[src/design/word_initial_sequence_matcher_assert.svh]
// Assertion macros shared by the matcher modules.
`ifndef WORD_INITIAL_SEQUENCE_MATCHER_ASSERT_SVH
`define WORD_INITIAL_SEQUENCE_MATCHER_ASSERT_SVH

// Implication checked in the same cycle, sampled on clk, off during reset.
`define WISM_ASSERT_NOW(label, ante, cons) \
  label: assert property (@(posedge clk) disable iff (!rst_n) (ante) |-> (cons)) \
    else $error("matcher check failed");

// Implication whose consequent is checked in the cycle after the antecedent.
`define WISM_ASSERT_NEXT(label, ante, cons) \
  label: assert property (@(posedge clk) disable iff (!rst_n) (ante) |=> (cons)) \
    else $error("matcher check failed");

`endif

[src/design/wism_pkg.sv]
// Package: constants, types and character helpers of the word-initial matcher.
`timescale 1ns / 1ps
package wism_pkg;

  localparam int POSITION_BITS = 24;
  localparam int MAX_PATTERN   = 8;
  localparam int PATTERN_BITS  = 64;
  localparam int LENGTH_BITS   = 4;
  localparam int IDX_BITS      = (MAX_PATTERN > 1) ? $clog2(MAX_PATTERN) : 1;
  localparam int CFG_DATA_BITS = 64;
  localparam int CFG_IDX_BITS  = 1;

  localparam logic [CFG_IDX_BITS-1:0] CFG_PATTERN_BYTES  = CFG_IDX_BITS'(0);
  localparam logic [CFG_IDX_BITS-1:0] CFG_PATTERN_LENGTH = CFG_IDX_BITS'(1);

  localparam logic [LENGTH_BITS-1:0] PATTERN_LENGTH_RESET = LENGTH_BITS'(1);

  localparam logic [7:0] CH_TAB      = 8'h09;
  localparam logic [7:0] CH_CR       = 8'h0D;
  localparam logic [7:0] CH_SPACE    = 8'h20;
  localparam logic [7:0] CH_LPAREN   = 8'h28;
  localparam logic [7:0] CH_RPAREN   = 8'h29;
  localparam logic [7:0] CH_COMMA    = 8'h2C;
  localparam logic [7:0] CH_DOT      = 8'h2E;
  localparam logic [7:0] CH_SLASH    = 8'h2F;
  localparam logic [7:0] CH_LESS     = 8'h3C;
  localparam logic [7:0] CH_GREATER  = 8'h3E;
  localparam logic [7:0] CH_BSLASH   = 8'h5C;
  localparam logic [7:0] CH_UPPER_A  = 8'h41;
  localparam logic [7:0] CH_UPPER_Z  = 8'h5A;
  localparam logic [7:0] CASE_OFFSET = 8'h20;

  typedef struct packed {
    logic [PATTERN_BITS-1:0] pattern_bytes;
    logic [LENGTH_BITS-1:0]  used_length;
  } cfg_t;

  typedef struct packed {
    logic [POSITION_BITS-1:0] match_start;
    logic [POSITION_BITS-1:0] match_length;
    logic                     position_saturated;
  } res_t;

  function automatic logic is_white(input logic [7:0] c);
    return (c == CH_SPACE) || ((c >= CH_TAB) && (c <= CH_CR));
  endfunction

  function automatic logic is_skip(input logic [7:0] c);
    return (c == CH_DOT) || (c == CH_COMMA) || (c == CH_LESS) ||
           (c == CH_GREATER) || (c == CH_SLASH) || (c == CH_BSLASH);
  endfunction

  function automatic logic [7:0] to_lower(input logic [7:0] c);
    return ((c >= CH_UPPER_A) && (c <= CH_UPPER_Z)) ? (c + CASE_OFFSET) : c;
  endfunction

  // Out-of-range lengths: zero counts as one, anything above the maximum as the maximum.
  function automatic logic [LENGTH_BITS-1:0] used_length(input logic [LENGTH_BITS-1:0] n);
    logic [LENGTH_BITS-1:0] r;
    if (n == '0) begin
      r = LENGTH_BITS'(1);
    end else if (n > LENGTH_BITS'(MAX_PATTERN)) begin
      r = LENGTH_BITS'(MAX_PATTERN);
    end else begin
      r = n;
    end
    return r;
  endfunction

endpackage

[src/design/wism_in_if.sv]
// Interface: text byte channel of the matcher.
`timescale 1ns / 1ps
interface wism_in_if;
  logic       valid;
  logic       ready;
  logic [7:0] text_byte;
  logic       last_byte;

  modport source (output valid, output text_byte, output last_byte, input ready);
  modport sink   (input valid, input text_byte, input last_byte, output ready);
endinterface

[src/design/wism_out_if.sv]
// Interface: match result channel of the matcher.
`timescale 1ns / 1ps
interface wism_out_if;
  logic                              valid;
  logic                              ready;
  logic [wism_pkg::POSITION_BITS-1:0] match_start;
  logic [wism_pkg::POSITION_BITS-1:0] match_length;
  logic                              position_saturated;

  modport source (output valid, output match_start, output match_length,
                  output position_saturated, input ready);
  modport sink   (input valid, input match_start, input match_length,
                  input position_saturated, output ready);
endinterface

[src/design/wism_scan.sv]
// Scan state and per-byte update of the word-initial matcher.
`timescale 1ns / 1ps
`include "word_initial_sequence_matcher_assert.svh"
module wism_scan (
  input  logic                               clk,
  input  logic                               rst_n,
  input  logic                               step,
  input  logic [7:0]                         text_byte,
  input  logic                               last_byte,
  input  wism_pkg::cfg_t                     cfg,
  output logic                               res_valid,
  output wism_pkg::res_t                     res
);
  import wism_pkg::*;

  localparam int WIDE_BITS = POSITION_BITS + 1;

  logic                     after_space_r, after_space_nxt;
  logic                     inside_brackets_r, inside_brackets_nxt;
  logic [IDX_BITS-1:0]      pattern_index_r, pattern_index_nxt;
  logic                     start_known_r, start_known_nxt;
  logic [POSITION_BITS-1:0] start_position_r, start_position_nxt;
  logic [POSITION_BITS-1:0] byte_position_r, byte_position_nxt;
  logic                     end_pending_r, end_pending_nxt;
  logic [POSITION_BITS-1:0] pending_start_r, pending_start_nxt;

  logic                     sat;
  logic [7:0]               want;
  logic [POSITION_BITS-1:0] run_start;
  logic [WIDE_BITS-1:0]     end_wide;
  logic [WIDE_BITS-1:0]     len_wide;

  always_comb begin
    sat       = &byte_position_r;
    want      = cfg.pattern_bytes[pattern_index_r * 8 +: 8];
    run_start = start_known_r ? start_position_r : byte_position_r;

    after_space_nxt     = after_space_r;
    inside_brackets_nxt = inside_brackets_r;
    pattern_index_nxt   = pattern_index_r;
    start_known_nxt     = start_known_r;
    start_position_nxt  = start_position_r;
    byte_position_nxt   = byte_position_r;
    end_pending_nxt     = end_pending_r;
    pending_start_nxt   = pending_start_r;
    res_valid           = 1'b0;
    end_wide            = {1'b0, byte_position_r};

    priority if (is_white(text_byte)) begin
      after_space_nxt = 1'b1;
      if (end_pending_r) begin
        end_pending_nxt = 1'b0;
        res_valid       = step;
      end
    end else if ((text_byte == CH_LPAREN) || (text_byte == CH_RPAREN)) begin
      inside_brackets_nxt = !inside_brackets_r;
    end else if (after_space_r && !inside_brackets_r) begin
      after_space_nxt = 1'b0;
      if (!is_skip(text_byte)) begin
        if (to_lower(text_byte) == want) begin
          start_known_nxt    = 1'b1;
          start_position_nxt = run_start;
          if ((LENGTH_BITS'(pattern_index_r) + LENGTH_BITS'(1)) >= cfg.used_length) begin
            pending_start_nxt = run_start;
            end_pending_nxt   = 1'b1;
            pattern_index_nxt = '0;
            start_known_nxt   = 1'b0;
          end else begin
            pattern_index_nxt = pattern_index_r + IDX_BITS'(1);
          end
        end else begin
          pattern_index_nxt = '0;
          start_known_nxt   = 1'b0;
        end
      end
    end else begin
      after_space_nxt = after_space_r;
    end

    // A run still open at the end of the text closes on the final byte itself.
    if (last_byte && end_pending_nxt) begin
      end_pending_nxt = 1'b0;
      end_wide        = {1'b0, byte_position_r} + WIDE_BITS'(1);
      res_valid       = step;
    end

    len_wide                 = end_wide - {1'b0, pending_start_nxt};
    res.match_start          = pending_start_nxt;
    res.match_length         = len_wide[POSITION_BITS] ? '1 : len_wide[POSITION_BITS-1:0];
    res.position_saturated   = sat;

    if (last_byte) begin
      after_space_nxt     = 1'b1;
      inside_brackets_nxt = 1'b0;
      pattern_index_nxt   = '0;
      start_known_nxt     = 1'b0;
      start_position_nxt  = '0;
      byte_position_nxt   = '0;
      end_pending_nxt     = 1'b0;
      pending_start_nxt   = '0;
    end else if (!sat) begin
      byte_position_nxt = byte_position_r + POSITION_BITS'(1);
    end
  end

  always_ff @(posedge clk) begin
    if (!rst_n) begin
      after_space_r     <= 1'b1;
      inside_brackets_r <= 1'b0;
      pattern_index_r   <= '0;
      start_known_r     <= 1'b0;
      start_position_r  <= '0;
      byte_position_r   <= '0;
      end_pending_r     <= 1'b0;
      pending_start_r   <= '0;
    end else if (step) begin
      after_space_r     <= after_space_nxt;
      inside_brackets_r <= inside_brackets_nxt;
      pattern_index_r   <= pattern_index_nxt;
      start_known_r     <= start_known_nxt;
      start_position_r  <= start_position_nxt;
      byte_position_r   <= byte_position_nxt;
      end_pending_r     <= end_pending_nxt;
      pending_start_r   <= pending_start_nxt;
    end
  end

  `WISM_ASSERT_NOW(a_pending_not_ahead, end_pending_r, pending_start_r <= byte_position_r)
  `WISM_ASSERT_NOW(a_start_not_ahead, start_known_r, start_position_r <= byte_position_r)
  `WISM_ASSERT_NOW(a_result_needs_step, res_valid, step)

endmodule

[src/design/word_initial_sequence_matcher.sv]
// Top level of the word-initial sequence matcher: input stage, scan, result buffer.
// A taken text beat is held in the input register; its result goes to the output or skid register.
// Throughput: one text beat per cycle while out_ch keeps up; behind a stalled result beat
//   in_ch takes no new beat while one is in the input register and closes once the skid is full.
// Reset: rst_n is synchronous and active low; it clears the scan state and buffers and
//   sets pattern_bytes to zero and pattern_length to one.
`timescale 1ns / 1ps
`include "word_initial_sequence_matcher_assert.svh"
module word_initial_sequence_matcher (
  input  logic                                clk,
  input  logic                                rst_n,
  wism_in_if.sink                             in_ch,
  wism_out_if.source                          out_ch,
  input  logic                                cfg_we,
  input  logic [wism_pkg::CFG_IDX_BITS-1:0]   cfg_index,
  input  logic [wism_pkg::CFG_DATA_BITS-1:0]  cfg_wdata
);
  import wism_pkg::*;

  // Configuration registers. They must be written only while the block is idle, so the scan
  // sees a steady pattern for the whole of a text; the block itself does not enforce this.
  logic [PATTERN_BITS-1:0] pattern_bytes_r;
  logic [LENGTH_BITS-1:0]  pattern_length_r;
  cfg_t                    cfg;

  always_ff @(posedge clk) begin
    if (!rst_n) begin
      pattern_bytes_r  <= '0;
      pattern_length_r <= PATTERN_LENGTH_RESET;
    end else if (cfg_we) begin
      unique case (cfg_index)
        CFG_PATTERN_BYTES:  pattern_bytes_r  <= cfg_wdata[PATTERN_BITS-1:0];
        CFG_PATTERN_LENGTH: pattern_length_r <= cfg_wdata[LENGTH_BITS-1:0];
        default:            pattern_bytes_r  <= pattern_bytes_r;
      endcase
    end
  end

  assign cfg.pattern_bytes = pattern_bytes_r;
  assign cfg.used_length   = used_length(pattern_length_r);

  // Input register: every accepted beat is held here while the scan consumes it.
  logic       s1_valid_r;
  logic [7:0] s1_text_r;
  logic       s1_last_r;
  logic       accept;

  // Result buffer: the output register carries the beat shown on out_ch, the skid
  // register catches a result that arrives while that beat is stalled.
  logic   out_valid_r, out_valid_nxt;
  res_t   out_data_r, out_data_nxt;
  logic   skid_valid_r, skid_valid_nxt;
  res_t   skid_data_r, skid_data_nxt;
  logic   out_taken;

  logic   scan_valid;
  res_t   scan_res;

  // The input is taken only when the beat now in the input register cannot fill the
  // skid; then the next beat is sure to find a free slot when it is scanned.
  assign in_ch.ready = !skid_valid_r && !(s1_valid_r && out_valid_r && !out_ch.ready);
  assign accept      = in_ch.valid && in_ch.ready;

  always_ff @(posedge clk) begin
    if (!rst_n) begin
      s1_valid_r <= 1'b0;
    end else begin
      s1_valid_r <= accept;
    end
  end

  always_ff @(posedge clk) begin
    if (accept) begin
      s1_text_r <= in_ch.text_byte;
      s1_last_r <= in_ch.last_byte;
    end
  end

  wism_scan u_scan (
    .clk       (clk),
    .rst_n     (rst_n),
    .step      (s1_valid_r),
    .text_byte (s1_text_r),
    .last_byte (s1_last_r),
    .cfg       (cfg),
    .res_valid (scan_valid),
    .res       (scan_res)
  );

  assign out_taken = out_valid_r && out_ch.ready;

  always_comb begin
    out_valid_nxt  = out_valid_r;
    out_data_nxt   = out_data_r;
    skid_valid_nxt = skid_valid_r;
    skid_data_nxt  = skid_data_r;
    if (skid_valid_r) begin
      if (out_taken) begin
        out_data_nxt   = skid_data_r;
        skid_valid_nxt = 1'b0;
      end
    end else if (!out_valid_r || out_taken) begin
      out_valid_nxt = scan_valid;
      out_data_nxt  = scan_res;
    end else if (scan_valid) begin
      skid_valid_nxt = 1'b1;
      skid_data_nxt  = scan_res;
    end
  end

  always_ff @(posedge clk) begin
    if (!rst_n) begin
      out_valid_r  <= 1'b0;
      skid_valid_r <= 1'b0;
    end else begin
      out_valid_r  <= out_valid_nxt;
      skid_valid_r <= skid_valid_nxt;
    end
  end

  always_ff @(posedge clk) begin
    out_data_r  <= out_data_nxt;
    skid_data_r <= skid_data_nxt;
  end

  assign out_ch.valid              = out_valid_r;
  assign out_ch.match_start        = out_data_r.match_start;
  assign out_ch.match_length       = out_data_r.match_length;
  assign out_ch.position_saturated = out_data_r.position_saturated;

  // The skid only ever fills behind a stalled output beat.
  `WISM_ASSERT_NOW(a_skid_behind_out, skid_valid_r, out_valid_r)
  // A beat being scanned always finds the skid free.
  `WISM_ASSERT_NOW(a_scan_has_room, s1_valid_r, !skid_valid_r)
  // A full buffer closes the input.
  `WISM_ASSERT_NOW(a_full_blocks_input, skid_valid_r, !in_ch.ready)

endmodule
[src/flat_wrapper.sv]
// flat-port wrapper written by rule: the top's interface ports become plain ports
module word_initial_sequence_matcher_flat import wism_pkg::*;
  (clk, rst_n, cfg_we, cfg_index, cfg_wdata, in_ch_valid, in_ch_text_byte, in_ch_last_byte, in_ch_ready, out_ch_valid, out_ch_match_start, out_ch_match_length, out_ch_position_saturated, out_ch_ready);
  wism_in_if in_ch_i ();
  wism_out_if out_ch_i ();
  input  logic clk;
  input  logic rst_n;
  input  logic cfg_we;
  input  logic [wism_pkg::CFG_IDX_BITS-1:0] cfg_index;
  input  logic [wism_pkg::CFG_DATA_BITS-1:0] cfg_wdata;
  input wire logic [$bits(in_ch_i.valid)-1:0] in_ch_valid;
  input wire logic [$bits(in_ch_i.text_byte)-1:0] in_ch_text_byte;
  input wire logic [$bits(in_ch_i.last_byte)-1:0] in_ch_last_byte;
  output wire logic [$bits(in_ch_i.ready)-1:0] in_ch_ready;
  output wire logic [$bits(out_ch_i.valid)-1:0] out_ch_valid;
  output wire logic [$bits(out_ch_i.match_start)-1:0] out_ch_match_start;
  output wire logic [$bits(out_ch_i.match_length)-1:0] out_ch_match_length;
  output wire logic [$bits(out_ch_i.position_saturated)-1:0] out_ch_position_saturated;
  input wire logic [$bits(out_ch_i.ready)-1:0] out_ch_ready;
  assign in_ch_i.valid = in_ch_valid;
  assign in_ch_i.text_byte = in_ch_text_byte;
  assign in_ch_i.last_byte = in_ch_last_byte;
  assign in_ch_ready = in_ch_i.ready;
  assign out_ch_valid = out_ch_i.valid;
  assign out_ch_match_start = out_ch_i.match_start;
  assign out_ch_match_length = out_ch_i.match_length;
  assign out_ch_position_saturated = out_ch_i.position_saturated;
  assign out_ch_i.ready = out_ch_ready;
  word_initial_sequence_matcher u_core (.clk(clk), .rst_n(rst_n), .in_ch(in_ch_i), .out_ch(out_ch_i), .cfg_we(cfg_we), .cfg_index(cfg_index), .cfg_wdata(cfg_wdata));
endmodule
[config.mk]
export PLATFORM = sky130hd
export DESIGN_NAME = word_initial_sequence_matcher_flat
export DESIGN_NICKNAME = d
export VERILOG_FILES = /design/src/design/wism_pkg.sv /design/src/design/wism_in_if.sv /design/src/design/wism_out_if.sv /design/src/design/wism_scan.sv /design/src/design/word_initial_sequence_matcher.sv /design/src/flat_wrapper.sv
export VERILOG_INCLUDE_DIRS = /design/src /design/src/design
export SDC_FILE = /design/constraint.sdc
export NUM_CORES = 1
export LEC_CHECK = 0
export ABC_AREA = 1
export BUFFER_PORTS_ARGS = -buffer_cell sky130_fd_sc_hd__buf_2
export CAP_MARGIN = 20
export CORE_UTILIZATION = 51
export CTS_BUF_LIST = sky130_fd_sc_hd__clkbuf_2 sky130_fd_sc_hd__clkbuf_4 sky130_fd_sc_hd__clkbuf_8
export DETAILED_ROUTE_END_ITERATION = 8
export PLACE_DENSITY = 0.75
export SLEW_MARGIN = 20
export SYNTH_ARGS = -nofsm -noshare
export SYNTH_HDL_FRONTEND = slang
export SYNTH_SLANG_ARGS = --single-unit
[constraint.sdc]
create_clock -name clk -period 7.4 [get_ports clk]
set_input_delay 1.48 -clock clk [delete_from_list [all_inputs] [get_ports clk]]
set_output_delay 1.48 -clock clk [all_outputs]
set_load 0.02 [all_outputs]
[Yosys cells after proc, flatten, opt, wreduce, memory -nomap -nowiden]
Cells that the tools add are included.
Word-level totals
  register bits: 257
  bits in latches: 0
  ROM bits: 0
  bits in writable memories: 0
  output and inout bits: 51
  memories: 0
Operators by class
  $add $sub $neg: 6
  reductions and logical operators: 39
  bitwise gates (word level): 3
  shift operators: 1
  div/mod/pow operators: 0
  $lt $le $gt $ge: 6
  multiplexer cells: 60
  $mul: 0
  equality and inequality tests: 16
Operator list (count)
  24-bit two-way mux: 17
  49-bit two-way mux: 3
  8-bit by 6-bit == test with 1-bit output, second input constant: 8
  64-bit by 7-bit variable part select with 8-bit output: 1
  1-bit two-way mux: 29
  24-bit by 1-bit adder with 25-bit output, second input constant: 1
  25-bit two-way mux: 1
  25-bit by 24-bit subtractor with 25-bit output: 1
  24-bit by 1-bit adder with 24-bit output, second input constant: 1
  24-bit AND reduction: 1
  3-bit two-way mux: 7
  2-bit AND reduction: 5
  1-bit logical AND: 9
  3-bit AND reduction: 3
  8-bit by 6-bit adder with 8-bit output, second input constant: 1
  8-bit by 7-bit == test with 1-bit output, second input constant: 1
  8-bit == test: 1
  8-bit by 4-bit greater-or-equal comparator with 1-bit output, second input constant: 1
  8-bit by 7-bit greater-or-equal comparator with 1-bit output, second input constant: 1
  8-bit by 4-bit <= comparator with 1-bit output, second input constant: 1
  8-bit by 7-bit <= comparator with 1-bit output, second input constant: 1
  1-bit logical OR: 8
  4-bit two-way mux: 2
  8-bit two-way mux: 1
  other kinds (14): 26

[Logic depth before layout (Yosys ltp)]
Gate-level depths: netlist of run 1.
  word-level depth: 16
  depth in mapped cells: 33
  mapped depth without buffers: 31

[By module]
A second synthesis of run 1 with hierarchy kept.
Second synthesis, totals
  cell total of the unflattened synthesis: 1851
  area, all modules: 13724.4 µm²
Modules (own cells, without submodules)
  wism_scan: cells each 1256, area an instance 7334.5 µm², instances 1, sequential area each 1581.5 µm²
  word_initial_sequence_matcher: cells each 595, area an instance 6389.9 µm², instances 1, sequential area each 4634.4 µm²

[Least setup slack after synthesis of run 1]
OpenSTA, ideal clock, no wires.
  path type: reg-to-reg
  start point: reg u_core.skid_valid_r
  end point: reg u_core.out_data_r (netlist bit u_core.out_ch.match_length[0]) (enable)
  slack: 2687 ps
  stages on the path, launching flop included: 4
  setup time: 523 ps
  buffers on the path: 2
  arrival time: 4190 ps
  cell sequence: dfxtp_1 clkbuf_1 clkbuf_1 o21ai_0
On the way
  cells in the longest elaborated chain, start to end: 2
RTL lines
  from (decl): line word_initial_sequence_matcher.sv:52  | logic skid_valid_r, skid_valid_nxt;
  from (signal assigned): line word_initial_sequence_matcher.sv:117  | skid_valid_r <= skid_valid_nxt;
  2-bit inequality test (no line) / 2-bit nonzero test (equally long branches)
  2-bit AND reduction (no line) *
  to (signal assigned): line word_initial_sequence_matcher.sv:122  | out_data_r <= out_data_nxt;
  to (decl): line word_initial_sequence_matcher.sv:51  | res_t out_data_r, out_data_nxt;
Every way passes the cells marked *; elsewhere a longest branch is shown, timed or not.
A chain may end at the register's enable or synchronous reset.

==> results of run 1 <==
==> routing by layer <==
layer | wire length [um] | vias up
met4 | 532 | 0
met1 | 14700 | 5147
met2 | 14400 | 396
met5 | 0 | -
met3 | 2300 | 44
li1 | - | 5631
==> registers in the layout (all words and copies together) (netlist names), 3 cells and up <==
name / cells
u_core.u_scan.byte_position_r: 24
u_core.out_ch.match_length: 24
u_core.out_ch.match_start: 24
u_core.s1_text_r: 8
u_core.u_scan.pattern_index_r: 3
u_core.pattern_length_r: 4
u_core.pattern_bytes_r: 64
u_core.skid_data_r: 49
u_core.u_scan.pending_start_r: 24
u_core.u_scan.start_position_r: 24
==> worst paths after layout <==
check	start	end
worst max-delay path	u_core.u_scan.pattern_index_r[0]$_SDFFE_PN0P_	u_core.out_ch.match_length[1]$_DFFE_PP_
worst min-delay path	u_core.u_scan.byte_position_r[23]$_SDFFE_PN0P_	u_core.u_scan.byte_position_r[23]$_SDFFE_PN0P_
worst min register to register	u_core.u_scan.byte_position_r[23]$_SDFFE_PN0P_	u_core.u_scan.byte_position_r[23]$_SDFFE_PN0P_
worst max register to register	u_core.u_scan.pattern_index_r[0]$_SDFFE_PN0P_	u_core.out_ch.match_length[1]$_DFFE_PP_
==> through the flow <==
| step | cell area (um2) | cells |
|---|---|---|
| floorplan | 13000 | 1626 |
| global placement | 13800 | 2012 |
| detailed placement | 13800 | 2012 |
| CTS | 14700 | 2089 |
| global route | 14700 | 2091 |
| finish | 14700 | 2091 |
==> cell usage after synthesis, types with 4 or more instances <==
cell      number  share of area [%]
edfxtp_1     107                 25
nand4_1        7               0.34
nor2_1       162                4.7
o21ai_0      150                5.8
o21a_1         4               0.23
buf_4          8               0.46
clkbuf_1      57                1.6
buf_6          9               0.78
buf_2         12               0.46
o211a_1       24                1.8
o21ai_1       18               0.69
nand2_1      424                 12
ha_1          31                3.0
mux2i_1        6               0.46
or2_2          5               0.24
a21oi_1      124                4.8
o21ai_2       18                1.2
nand3_2       20                1.5
xnor2_1       12               0.81
dfxtp_1      150                 23
xor2_1        31                2.1
nand3_1       84                3.2
inv_1        116                3.3
nor3_1        11               0.42
==> final cells by class <==
class | count | area (um2)
diodes | 1 | 2.50
clock buffers | 63 | 786
clock inverters | 14 | 76.3
fillers | 2254 | 10400
inverters | 122 | 460
multi-input cells | 1161 | 5960
flip-flops and latches | 257 | 6220
well taps | 330 | 413
repair buffers | 143 | 771
==> kinds of logic after synthesis <==
logic type               Yosys count  synth area share [%]
buffers and inverters            208                  6.87
AND/OR/NAND/NOR                  727                  23.6
multiplexers                       6                 0.460
AO/OA/AOI/OAI                    353                  15.4
flip-flops                       257                  47.6
XOR/XNOR                          43                  2.89
adder cells (fa/ha/maj)           32                  3.13
==> worst min-delay path, cell delays in order, from the launching register on <==
cell and delay (ns):
dfxtp_1 0.30, nand2_1 0.06, a21oi_1 0.06
==> power by group <==
group          switching (mW)  internal, mW  total (mW)
clock                   0.564         0.685        1.25
combinational           0.104        0.0575       0.161
sequential             0.0216          1.50        1.53
==> qor.csv, run 1 <==
stage;metric;value;unit
sta;holdWs;0.464;ns
setup_path;slowest_delay;0.71;ns
setup_path;crit_buf_inv;4;
global_routing;grt_busiest_layer;met2;
global_routing;grt_max_degree;99;
place;globalplace.congestion;0.909;
route;wl;31800;um
cts;path_clk_slew;0.06;ns
global_routing;track_usage;24.4;%
floorplanning;dieArea;26200;um2
cts;post-cts-setup-buffers;0;
setup_path;critical_path.top_delay_family;simple AND/OR/NAND/NOR gates;
setup_path;worstPathMaxFanout;30;
synthesis;async_reset_ff_share;0;%
cells_and_area;fin_nets;1838;
worst_hold_path;min_path_cells;2;
sta;fin_crit;5.65;ns
setup_path;critical_path_class;reg -> reg;
place;dp_hpwl;22500;um
power_and_ir_drop;ir_drop;147;uV
cts;numClockSinks;257;
route;first_pass_iters;6;
cts;cts_tree;done;
floorplanning;die_h;162;um
setup_path;worstSetupPathDepth;27;
sta;finalSetupViolations;0;
worst_hold_path;hp-class;reg -> reg;
sta;setup_tns;0;ns
cts;cts_buffers;42;
setup_path;critPathSlowestCell;dfxtp_1;
floorplanning;initial_core_util;52.0;%
synthesis;ys_seq_area_share;47.6;%
cts;clk_latency;0.55;ns
status;status;finished, final reports clean;
power_and_ir_drop;finalPower;2.94;mW
floorplanning;placementRows;58;
global_routing;overflow;0;
power_and_ir_drop;p_per_area;200;nW/um2
setup_path;start_kind;flip-flop;
synthesis;ys_warn_count;0;
floorplanning;core_area;25100;um2
route;ant_nets;0;
synthesis;syn-mean-instance-area;8.03;um2
setup_path;r2r_slack;1.75;ns
cells_and_area;syn2layout_area_growth;12.5;%
cts;cts_hold_buf;0;
floorplanning;die_x;162;um
global_routing;met2_usage;39.0;%
setup_path;crit_required;7.68;ns
global_routing;grt_pass1_wl;51800;um
cts;cts_root_buf;clkbuf_8;
global_routing;use_met3;4.01;%
synthesis;synth_fp_nets;1737;
sta;worst_pin_slew;1.03;ns
sta;fin_ws;1.75;ns
cells_and_area;layout_common_cells;nand2_1, nor2_1, o21ai_0, dfxtp_1, buf_2;
synthesis;ys_ff_latch;257;
sta;fmax;177;MHz
synthesis;yosys_most_used_dff;dfxtp_1;
synthesis;synth_area;13000;um2
cells_and_area;utilization;58.5;%
floorplanning;top_level_ports;130;
synthesis;synth_edf_count;107;
global_routing;grt_pass1_vias;10400;
route;route.vias.total;11200;
route;route.detailed.drc;0;
place;port_buffers;129;
synthesis;netlist-cell-type-count;46;
setup_path;cp-end-kind;flip-flop;
sta;rsz0062_at_grt;no;
synthesis;syn_inst;1626;
cts;cts_max_level;2;
setup_path;arrival;5.93;ns
route;avgViaCountPerCell;5.36;
global_routing;antenna_found_initial;1;
cts;post_cts_resized;0;
sta;fin_crit_sh;76.3;%
sta;skew;0.0185;ns
run;drv_cap;0;
route;drt_iter0_drc;1036;
cts;cts.path.max_buffers;3;
sta;hold_viol_final;0;
power_and_ir_drop;p_leak;6.67;nW
route;avgRoutedWirePerCell;15.2;um
cells_and_area;final_common_cell;nand2_1;
setup_path;r2r_cells;27;
place;pre_cts_slack;1.83;ns
sta;relSlewSlack;31.5;%
cells_and_area;drive_gt1_share;15.9;%
sta;finalMaxSlewViolations;0;
global_routing;grtUsageMet1;34.3;%
(Power assumes the default switching activity.)
==> run 2: changes to the inputs <==
Clock period 7.4 ns to 5.25 ns, I/O delays scaled along.
==> run 2 against run 1 <==
Effect of this change: clock skew is 0.0075 ns higher; combinational power up 39%; register-to-register slack lost 1.4 ns; worst hold slack hardly changed; maximum frequency is 16% higher; final cell count increased by 0.48%; count of clock-buffer cells in the layout grew 1; die area did not move; routed wire length grew 1.4%; non-clock buffer count up 9; highest routed layer unchanged.
==> qor.csv, run 2 (synthesis gave the netlist of run 1 again) <==
stage;metric;value;unit;change
power_and_ir_drop;p_leak;6.72;nW;+0.84%
sta;fin_crit_sh;92.3;%;+16 points
cells_and_area;fin_nets;1848;;+0.54%
floorplanning;initial_core_util;52.0;%;unchanged
global_routing;antenna_found_initial;0;;-1
cells_and_area;largest_reg_flops;64;;unchanged
floorplanning;placementRows;58;;unchanged
setup_path;arrival;5.15;ns;-0.78 ns
cells_and_area;fin_area;14800;um2;+0.89%
sta;setup_tns;0;ns;unchanged
cts;cts_tree;done;;
global_routing;met2_usage;39.3;%;+0.29 points
global_routing;grtUsageMet1;34.8;%;+0.49 points
route;avgViaCountPerCell;5.42;;+0.96%
cts;cts_root_buf;clkbuf_8;;
cells_and_area;syn2layout_area_growth;13.5;%;
route;avgRoutedWirePerCell;15.4;um;+0.96%
sta;fmax;206;MHz;+16%
sta;fin_crit;4.85;ns;-0.800 ns
cts;cts_max_level;2;;unchanged
cells_and_area;utilization;59.0;%;+0.52 points
setup_path;cp_common_cell;nand2_1;;
worst_hold_path;hp-class;reg -> reg;;
setup_path;worstPathMaxFanout;16;;-47%
place;dp_hpwl;22600;um;+0.27%
floorplanning;core_area;25100;um2;unchanged
cells_and_area;antennaDiodeCount;0;;-1
setup_path;critPathSlowestCell;ha_1;;
floorplanning;die_x;162;um;unchanged
global_routing;overflow;0;;unchanged
place;postPlaceCellArea;13900;um2;+0.76%
cells_and_area;regMostFlops;u_core.pattern_bytes_r;;
run;drv_cap;0;;unchanged
status;status;finished, final reports clean;;
setup_path;slowest_delay;0.36;ns;-0.35 ns
sta;hold_viol_final;0;;unchanged
sta;finalMaxSlewViolations;0;;unchanged
cts;cts.path.max_buffers;3;;unchanged
floorplanning;dieArea;26200;um2;unchanged
global_routing;use_met3;4.06;%;+0.051 points
place;port_buffers;129;;unchanged
cells_and_area;drive_gt1_share;16.5;%;+0.64 points
route;wl;32300;um;+1.4%
place;globalplace.congestion;0.918;;+1.0%
route;first_pass_iters;6;;unchanged
cells_and_area;layout_common_cells;nand2_1, nor2_1, dfxtp_1;;
setup_path;critical_path.top_delay_family;compound AO/OA/AOI/OAI gates;;
cts;cts_buffers;42;;unchanged
power_and_ir_drop;p_per_area;282;nW/um2;+41%
setup_path;cp-end-kind;flip-flop;;
sta;skew;0.0260;ns;+0.00754 ns
sta;relSlewSlack;14.6;%;-17 points
floorplanning;die_h;162;um;unchanged
setup_path;crit_buf_inv;2;;-2
global_routing;track_usage;24.9;%;+0.43 points
global_routing;grt_pass1_vias;10700;;+2.5%
sta;rsz0062_at_grt;no;;
setup_path;crit_required;5.55;ns;-2.13 ns
global_routing;grt_max_degree;76;;-23%
cts;path_clk_slew;0.06;ns;about the same
cells_and_area;reg_top3;u_core.pattern_bytes_r x64, u_core.skid_data_r x49;;
setup_path;start_kind;flip-flop;;
route;ant_nets;0;;unchanged
cells_and_area;final_common_cell;nand2_1;;
global_routing;grt_pass1_wl;52900;um;+2.0%
power_and_ir_drop;ir_drop;239;uV;+63%
global_routing;grt_busiest_layer;met2;;
cts;numClockSinks;257;;unchanged
route;drt_iter0_drc;1009;;-2.6%
floorplanning;top_level_ports;130;;unchanged
route;route.detailed.drc;0;;unchanged
setup_path;critical_path_class;reg -> reg;;
sta;worst_pin_slew;1.27;ns;+0.244 ns
cts;clk_latency;0.56;ns;about the same
sta;finalSetupViolations;0;;unchanged
route;route.vias.total;11400;;+1.4%
[run 2: cell type report]
cell class	instances	area, um2
clock buffer	64	781
sequential	257	6220
inverter	122	463
multi-input combinational	1162	5990
clock inverter	14	97.6
tap	330	413
fill	2285	10300
timing repair buffer	152	856
[run 2: power by group]
part | internal (mW) | leakage, nW | switching [mW]
Combinational | 0.0795 | 3.88 | 0.145
Sequential | 2.12 | 2.37 | 0.0302
Clock | 1.01 | 0.476 | 0.802
Total | 3.21 | 6.72 | 0.977
[run 2: path summary, 6_finish.rpt]
path,start,end,slack (ns),cells past startpoint
setup reg to reg,u_core.pattern_length_r[0]$_SDFFE_PN1P_,u_core.out_ch.match_length[16]$_DFFE_PP_,0.40,27
setup / recovery,u_core.pattern_length_r[0]$_SDFFE_PN1P_,u_core.out_ch.match_length[16]$_DFFE_PP_,0.40,27
hold reg to reg,u_core.u_scan.pending_start_r[10]$_SDFFE_PN0P_,u_core.u_scan.pending_start_r[10]$_SDFFE_PN0P_,0.46,2
hold / removal,u_core.u_scan.pending_start_r[10]$_SDFFE_PN0P_,u_core.u_scan.pending_start_r[10]$_SDFFE_PN0P_,0.46,2
[run 2: worst reg2reg max path, cell delays in order, from the launching register on]
cell      delay [ns]
dfxtp_1         0.33
nor3_1          0.23
o21ai_0         0.14
ha_1            0.29
inv_1           0.04
a21oi_1         0.10
o21ai_0         0.08
nand2_1         0.06
a21oi_1         0.07
nor2_1          0.19
nand4_4         0.16
a21oi_4         0.22
nand2_4         0.09
buf_4           0.20
o21ai_1         0.33
ha_1            0.36
a21oi_1         0.16
nand2_1         0.15
a21boi_1        0.26
o21ai_1         0.14
a21oi_1         0.31
o21bai_1        0.15
nand2_1         0.11
nand3b_1        0.08
nand2_1         0.11
nand3_2         0.09
nand2_1         0.08
nand2_1         0.07
[run 2: routing by layer]
metal / vias up / routed length (um)
met2: 424 / 14300
li1: 5653 / -
met1: 5241 / 14800
met3: 62 / 2430
met4: 0 / 761
met5: - / 0
[run 2: what timing repair did]
item	4_1_cts	5_1_grt
hold buffers	0	0
gates resized for setup	0	12
endpoints found under the setup margin	0	48
buffers inserted	0	1
[run 2: per-stage QoR]
| step | cells | setup slack [ns] | hold WS, ns | total power, mW |
|---|---|---|---|---|
| final | 2101 | 0.402 | 0.464 | 4.18 |
| after CTS | 2099 | 0.0759 | 0.460 | 4.21 |
| after global routing | 2101 | 0.00679 | 0.484 | 4.34 |
| after global placement | 2021 | 0.225 | 0.450 | 2.41 |
| after detailed placement | 2021 | 0.109 | 0.449 | 2.41 |
| after floorplan | 1626 | 0.537 | 0.429 | 2.33 |
==> run 3: changes to the inputs <==
Settings changed: CELL_PAD_IN_SITES_DETAIL_PLACEMENT from default to 0, CELL_PAD_IN_SITES_GLOBAL_PLACEMENT from default to 1, CORE_UTILIZATION 51 to 49, PLACE_DENSITY 0.75 to 0.92.
Clock period 5.25 ns to 6 ns, I/O delays scaled along.
==> run 3 against run 2 <==
Effect of this change: via count decreased by 1.7%; sequential cell count did not move; utilization decreased by 2.5 points; clock power fell by 13%; die area up 4.0%; total power down 13%; non-clock buffer count decreased by 7; register-to-register slack better by 0.11 ns; sequential power shrank 13%; final area fell by 0.64%; clock skew up 0.0030 ns; critical endpoint is now u_core.out_ch.match_length[0]$_DFFE_PP_; largest cell class unchanged; largest power group unchanged; highest routed layer unchanged.
==> qor.csv, run 3 (synthesis gave the netlist of run 1 again) <==
stage;metric;value;unit;change
sta;setup_tns;0;ns;unchanged
worst_hold_path;hold_path_end;u_core.pattern_bytes_r[60]$_SDFFE_PN0P_;;
cts;post-cts-setup-buffers;0;;unchanged
setup_path;arrival;5.80;ns;+0.65 ns
run;drv_cap;0;;unchanged
power_and_ir_drop;p_per_area;248;nW/um2;-12%
global_routing;grt_pass1_wl;52500;um;-0.72%
sta;finalMaxSlewViolations;0;;unchanged
cells_and_area;syn2layout_area_growth;12.8;%;
place;port_buffers;129;;unchanged
global_routing;grt_max_degree;76;;unchanged
cells_and_area;reg_top3;u_core.pattern_bytes_r x64, u_core.skid_data_r x49;;
route;route.detailed.drc;0;;unchanged
power_and_ir_drop;p_leak;6.68;nW;-0.66%
cells_and_area;drive_gt1_share;15.9;%;-0.61 points
cts;numClockSinks;257;;unchanged
place;place_inst;2019;;-0.099%
setup_path;worstPathMaxFanout;30;;+14
cells_and_area;regMostFlops;u_core.pattern_bytes_r;;
worst_hold_path;worstHoldStart;u_core.pattern_bytes_r[60]$_SDFFE_PN0P_;;
worst_hold_path;hp-class;reg -> reg;;
worst_hold_path;min_path_cells;2;;unchanged
setup_path;crit_required;6.31;ns;+0.76 ns
floorplanning;die_x;165;um;+2.0%
route;wl;32900;um;+1.7%
cts;cts_root_buf;clkbuf_8;;
cts;cts_tree;done;;
setup_path;r2r_end;u_core.out_ch.match_length[0]$_DFFE_PP_;;
cells_and_area;layout_common_cells;nand2_1, nor2_1, o21ai_0, dfxtp_1, buf_2;;
cts;cts_max_level;2;;unchanged
cts;cts_buffers;44;;+4.8%
status;status;finished, final reports clean;;
setup_path;reg2reg_from;u_core.u_scan.pattern_index_r[2]$_SDFFE_PN0P_;;
route;first_pass_iters;5;;-1
sta;hold_viol_final;0;;unchanged
cells_and_area;antennaDiodeCount;0;;unchanged
route;ant_nets;0;;unchanged
cells_and_area;fillCellCount;2404;;+5.2%
sta;relSlewSlack;33.1;%;+18 points
sta;skew;0.0290;ns;+0.00301 ns
sta;fmax;182;MHz;-12%
cells_and_area;final_common_cell;nand2_1;;
global_routing;overflow;0;;unchanged
setup_path;critical_path_class;reg -> reg;;
cells_and_area;largest_reg_flops;64;;unchanged
cells_and_area;utilization;56.5;%;-2.5 points
route;avgRoutedWirePerCell;15.7;um;+1.8%
route;drt_iter0_drc;878;;-13%
global_routing;track_usage;24.2;%;-0.67 points
sta;fin_crit;5.49;ns;+0.639 ns
global_routing;antenna_found_initial;0;;unchanged
cells_and_area;fin_nets;1842;;-0.32%
floorplanning;die_h;165;um;+2.0%
sta;finalSetupViolations;0;;unchanged
floorplanning;top_level_ports;130;;unchanged
place;globalplace.congestion;0.902;;-1.8%
setup_path;r2r_cells;23;;-15%
floorplanning;placementRows;59;;+1.7%
place;dp_hpwl;22900;um;+1.3%
setup_path;r2r_slack;0.51;ns;+0.11 ns
route;avgViaCountPerCell;5.33;;-1.6%
floorplanning;dieArea;27300;um2;+4.0%
setup_path;start_kind;flip-flop;;
sta;worst_pin_slew;1.00;ns;-0.268 ns
floorplanning;core_area;26100;um2;+3.8%
cts;cts.path.max_buffers;3;;unchanged
global_routing;grt_pass1_vias;10400;;-2.8%
setup_path;cp-end-kind;flip-flop;;
power_and_ir_drop;ir_drop;161;uV;-33%
sta;fin_crit_sh;91.4;%;-0.90 points
sta;rsz0062_at_grt;no;;
route;route.vias.total;11200;;-1.7%
cells_and_area;fin_cells;2099;;-0.095%
floorplanning;initial_core_util;50.1;%;-1.9 points
cts;clk_latency;0.56;ns;about the same
cts;path_clk_slew;0.07;ns;about the same
-- run 3: per-stage QoR --
| stage | worst slack [ns] | hold slack [ns] | total power [mW] | cell area, um2 |
|---|---|---|---|---|
| after floorplan | 1.29 | 0.429 | 2.04 | 13000 |
| after global placement | 0.617 | 0.442 | 2.11 | 13800 |
| after detailed placement | 0.576 | 0.446 | 2.11 | 13800 |
| after CTS | 0.562 | 0.456 | 3.67 | 14700 |
| after global routing | 0.0379 | 0.471 | 3.79 | 14700 |
| final | 0.513 | 0.456 | 3.65 | 14700 |
-- run 3: worst max-delay path by stage --
stage,start,end,depth (start not counted)
after floorplan,u_core.skid_valid_r$_SDFF_PN0_,u_core.out_ch.match_length[0]$_DFFE_PP_,3
after global placement,u_core.u_scan.pattern_index_r[2]$_SDFFE_PN0P_,u_core.out_ch.match_length[14]$_DFFE_PP_,22
after detailed placement,u_core.u_scan.pattern_index_r[2]$_SDFFE_PN0P_,u_core.out_ch.match_length[18]$_DFFE_PP_,24
after CTS,u_core.u_scan.pattern_index_r[2]$_SDFFE_PN0P_,u_core.out_ch.match_length[18]$_DFFE_PP_,24
after global routing,u_core.u_scan.pattern_index_r[2]$_SDFFE_PN0P_,u_core.out_ch.match_length[18]$_DFFE_PP_,24
final,u_core.u_scan.pattern_index_r[2]$_SDFFE_PN0P_,u_core.out_ch.match_length[0]$_DFFE_PP_,23
-- run 3: final cells by class --
| cell class | count | area (um2) | area share (%) |
|---|---|---|---|
| repair buffers | 145 | 778 | 5.29 |
| clock buffers | 65 | 807 | 5.48 |
| multi-input cells | 1161 | 5950 | 40.4 |
| clock inverters | 14 | 77.6 | 0.527 |
| inverters | 122 | 465 | 3.16 |
| flip-flops and latches | 257 | 6220 | 42.2 |
| well taps | 335 | 419 | 2.85 |
-- run 3: per-layer routing --
layer	GRT usage [%]	wire length [um]
met1	34.8	15800
met3	3.22	1770
met2	38.2	14700
met4	6.01	514
met5	0	0
-- run 3: critical path: stages (launching register included) --
cell and delay (ns):
dfxtp_1 0.65, clkinvlp_4 0.38, nor3_1 0.28, ha_1 0.26
a21oi_1 0.18, nor2_1 0.10, nand4_4 0.11, a21oi_4 0.09
nand2_4 0.18, clkinv_2 0.35, o21ai_0 0.52, ha_1 0.37
a21oi_1 0.19, o21ai_0 0.13, nand2_1 0.08, nand2_1 0.04
nand2_1 0.05, nand3_1 0.16, a21oi_1 0.25, inv_1 0.10
nand4_4 0.39, nand3_1 0.17, nand2_1 0.10, nand2_1 0.09
-- run 3: what timing repair did --
item	4_1_cts	5_1_grt
hold buffers	0	0
setup endpoints to repair	0	1
resized for setup	0	2
-- run 3: power by group --
part | leakage (nW) | switching [mW] | internal [mW] | total (mW)
logic | 3.84 | 0.125 | 0.0696 | 0.195
registers | 2.37 | 0.0238 | 1.86 | 1.88
clock network | 0.469 | 0.713 | 0.866 | 1.58
total | 6.68 | 0.862 | 2.79 | 3.65
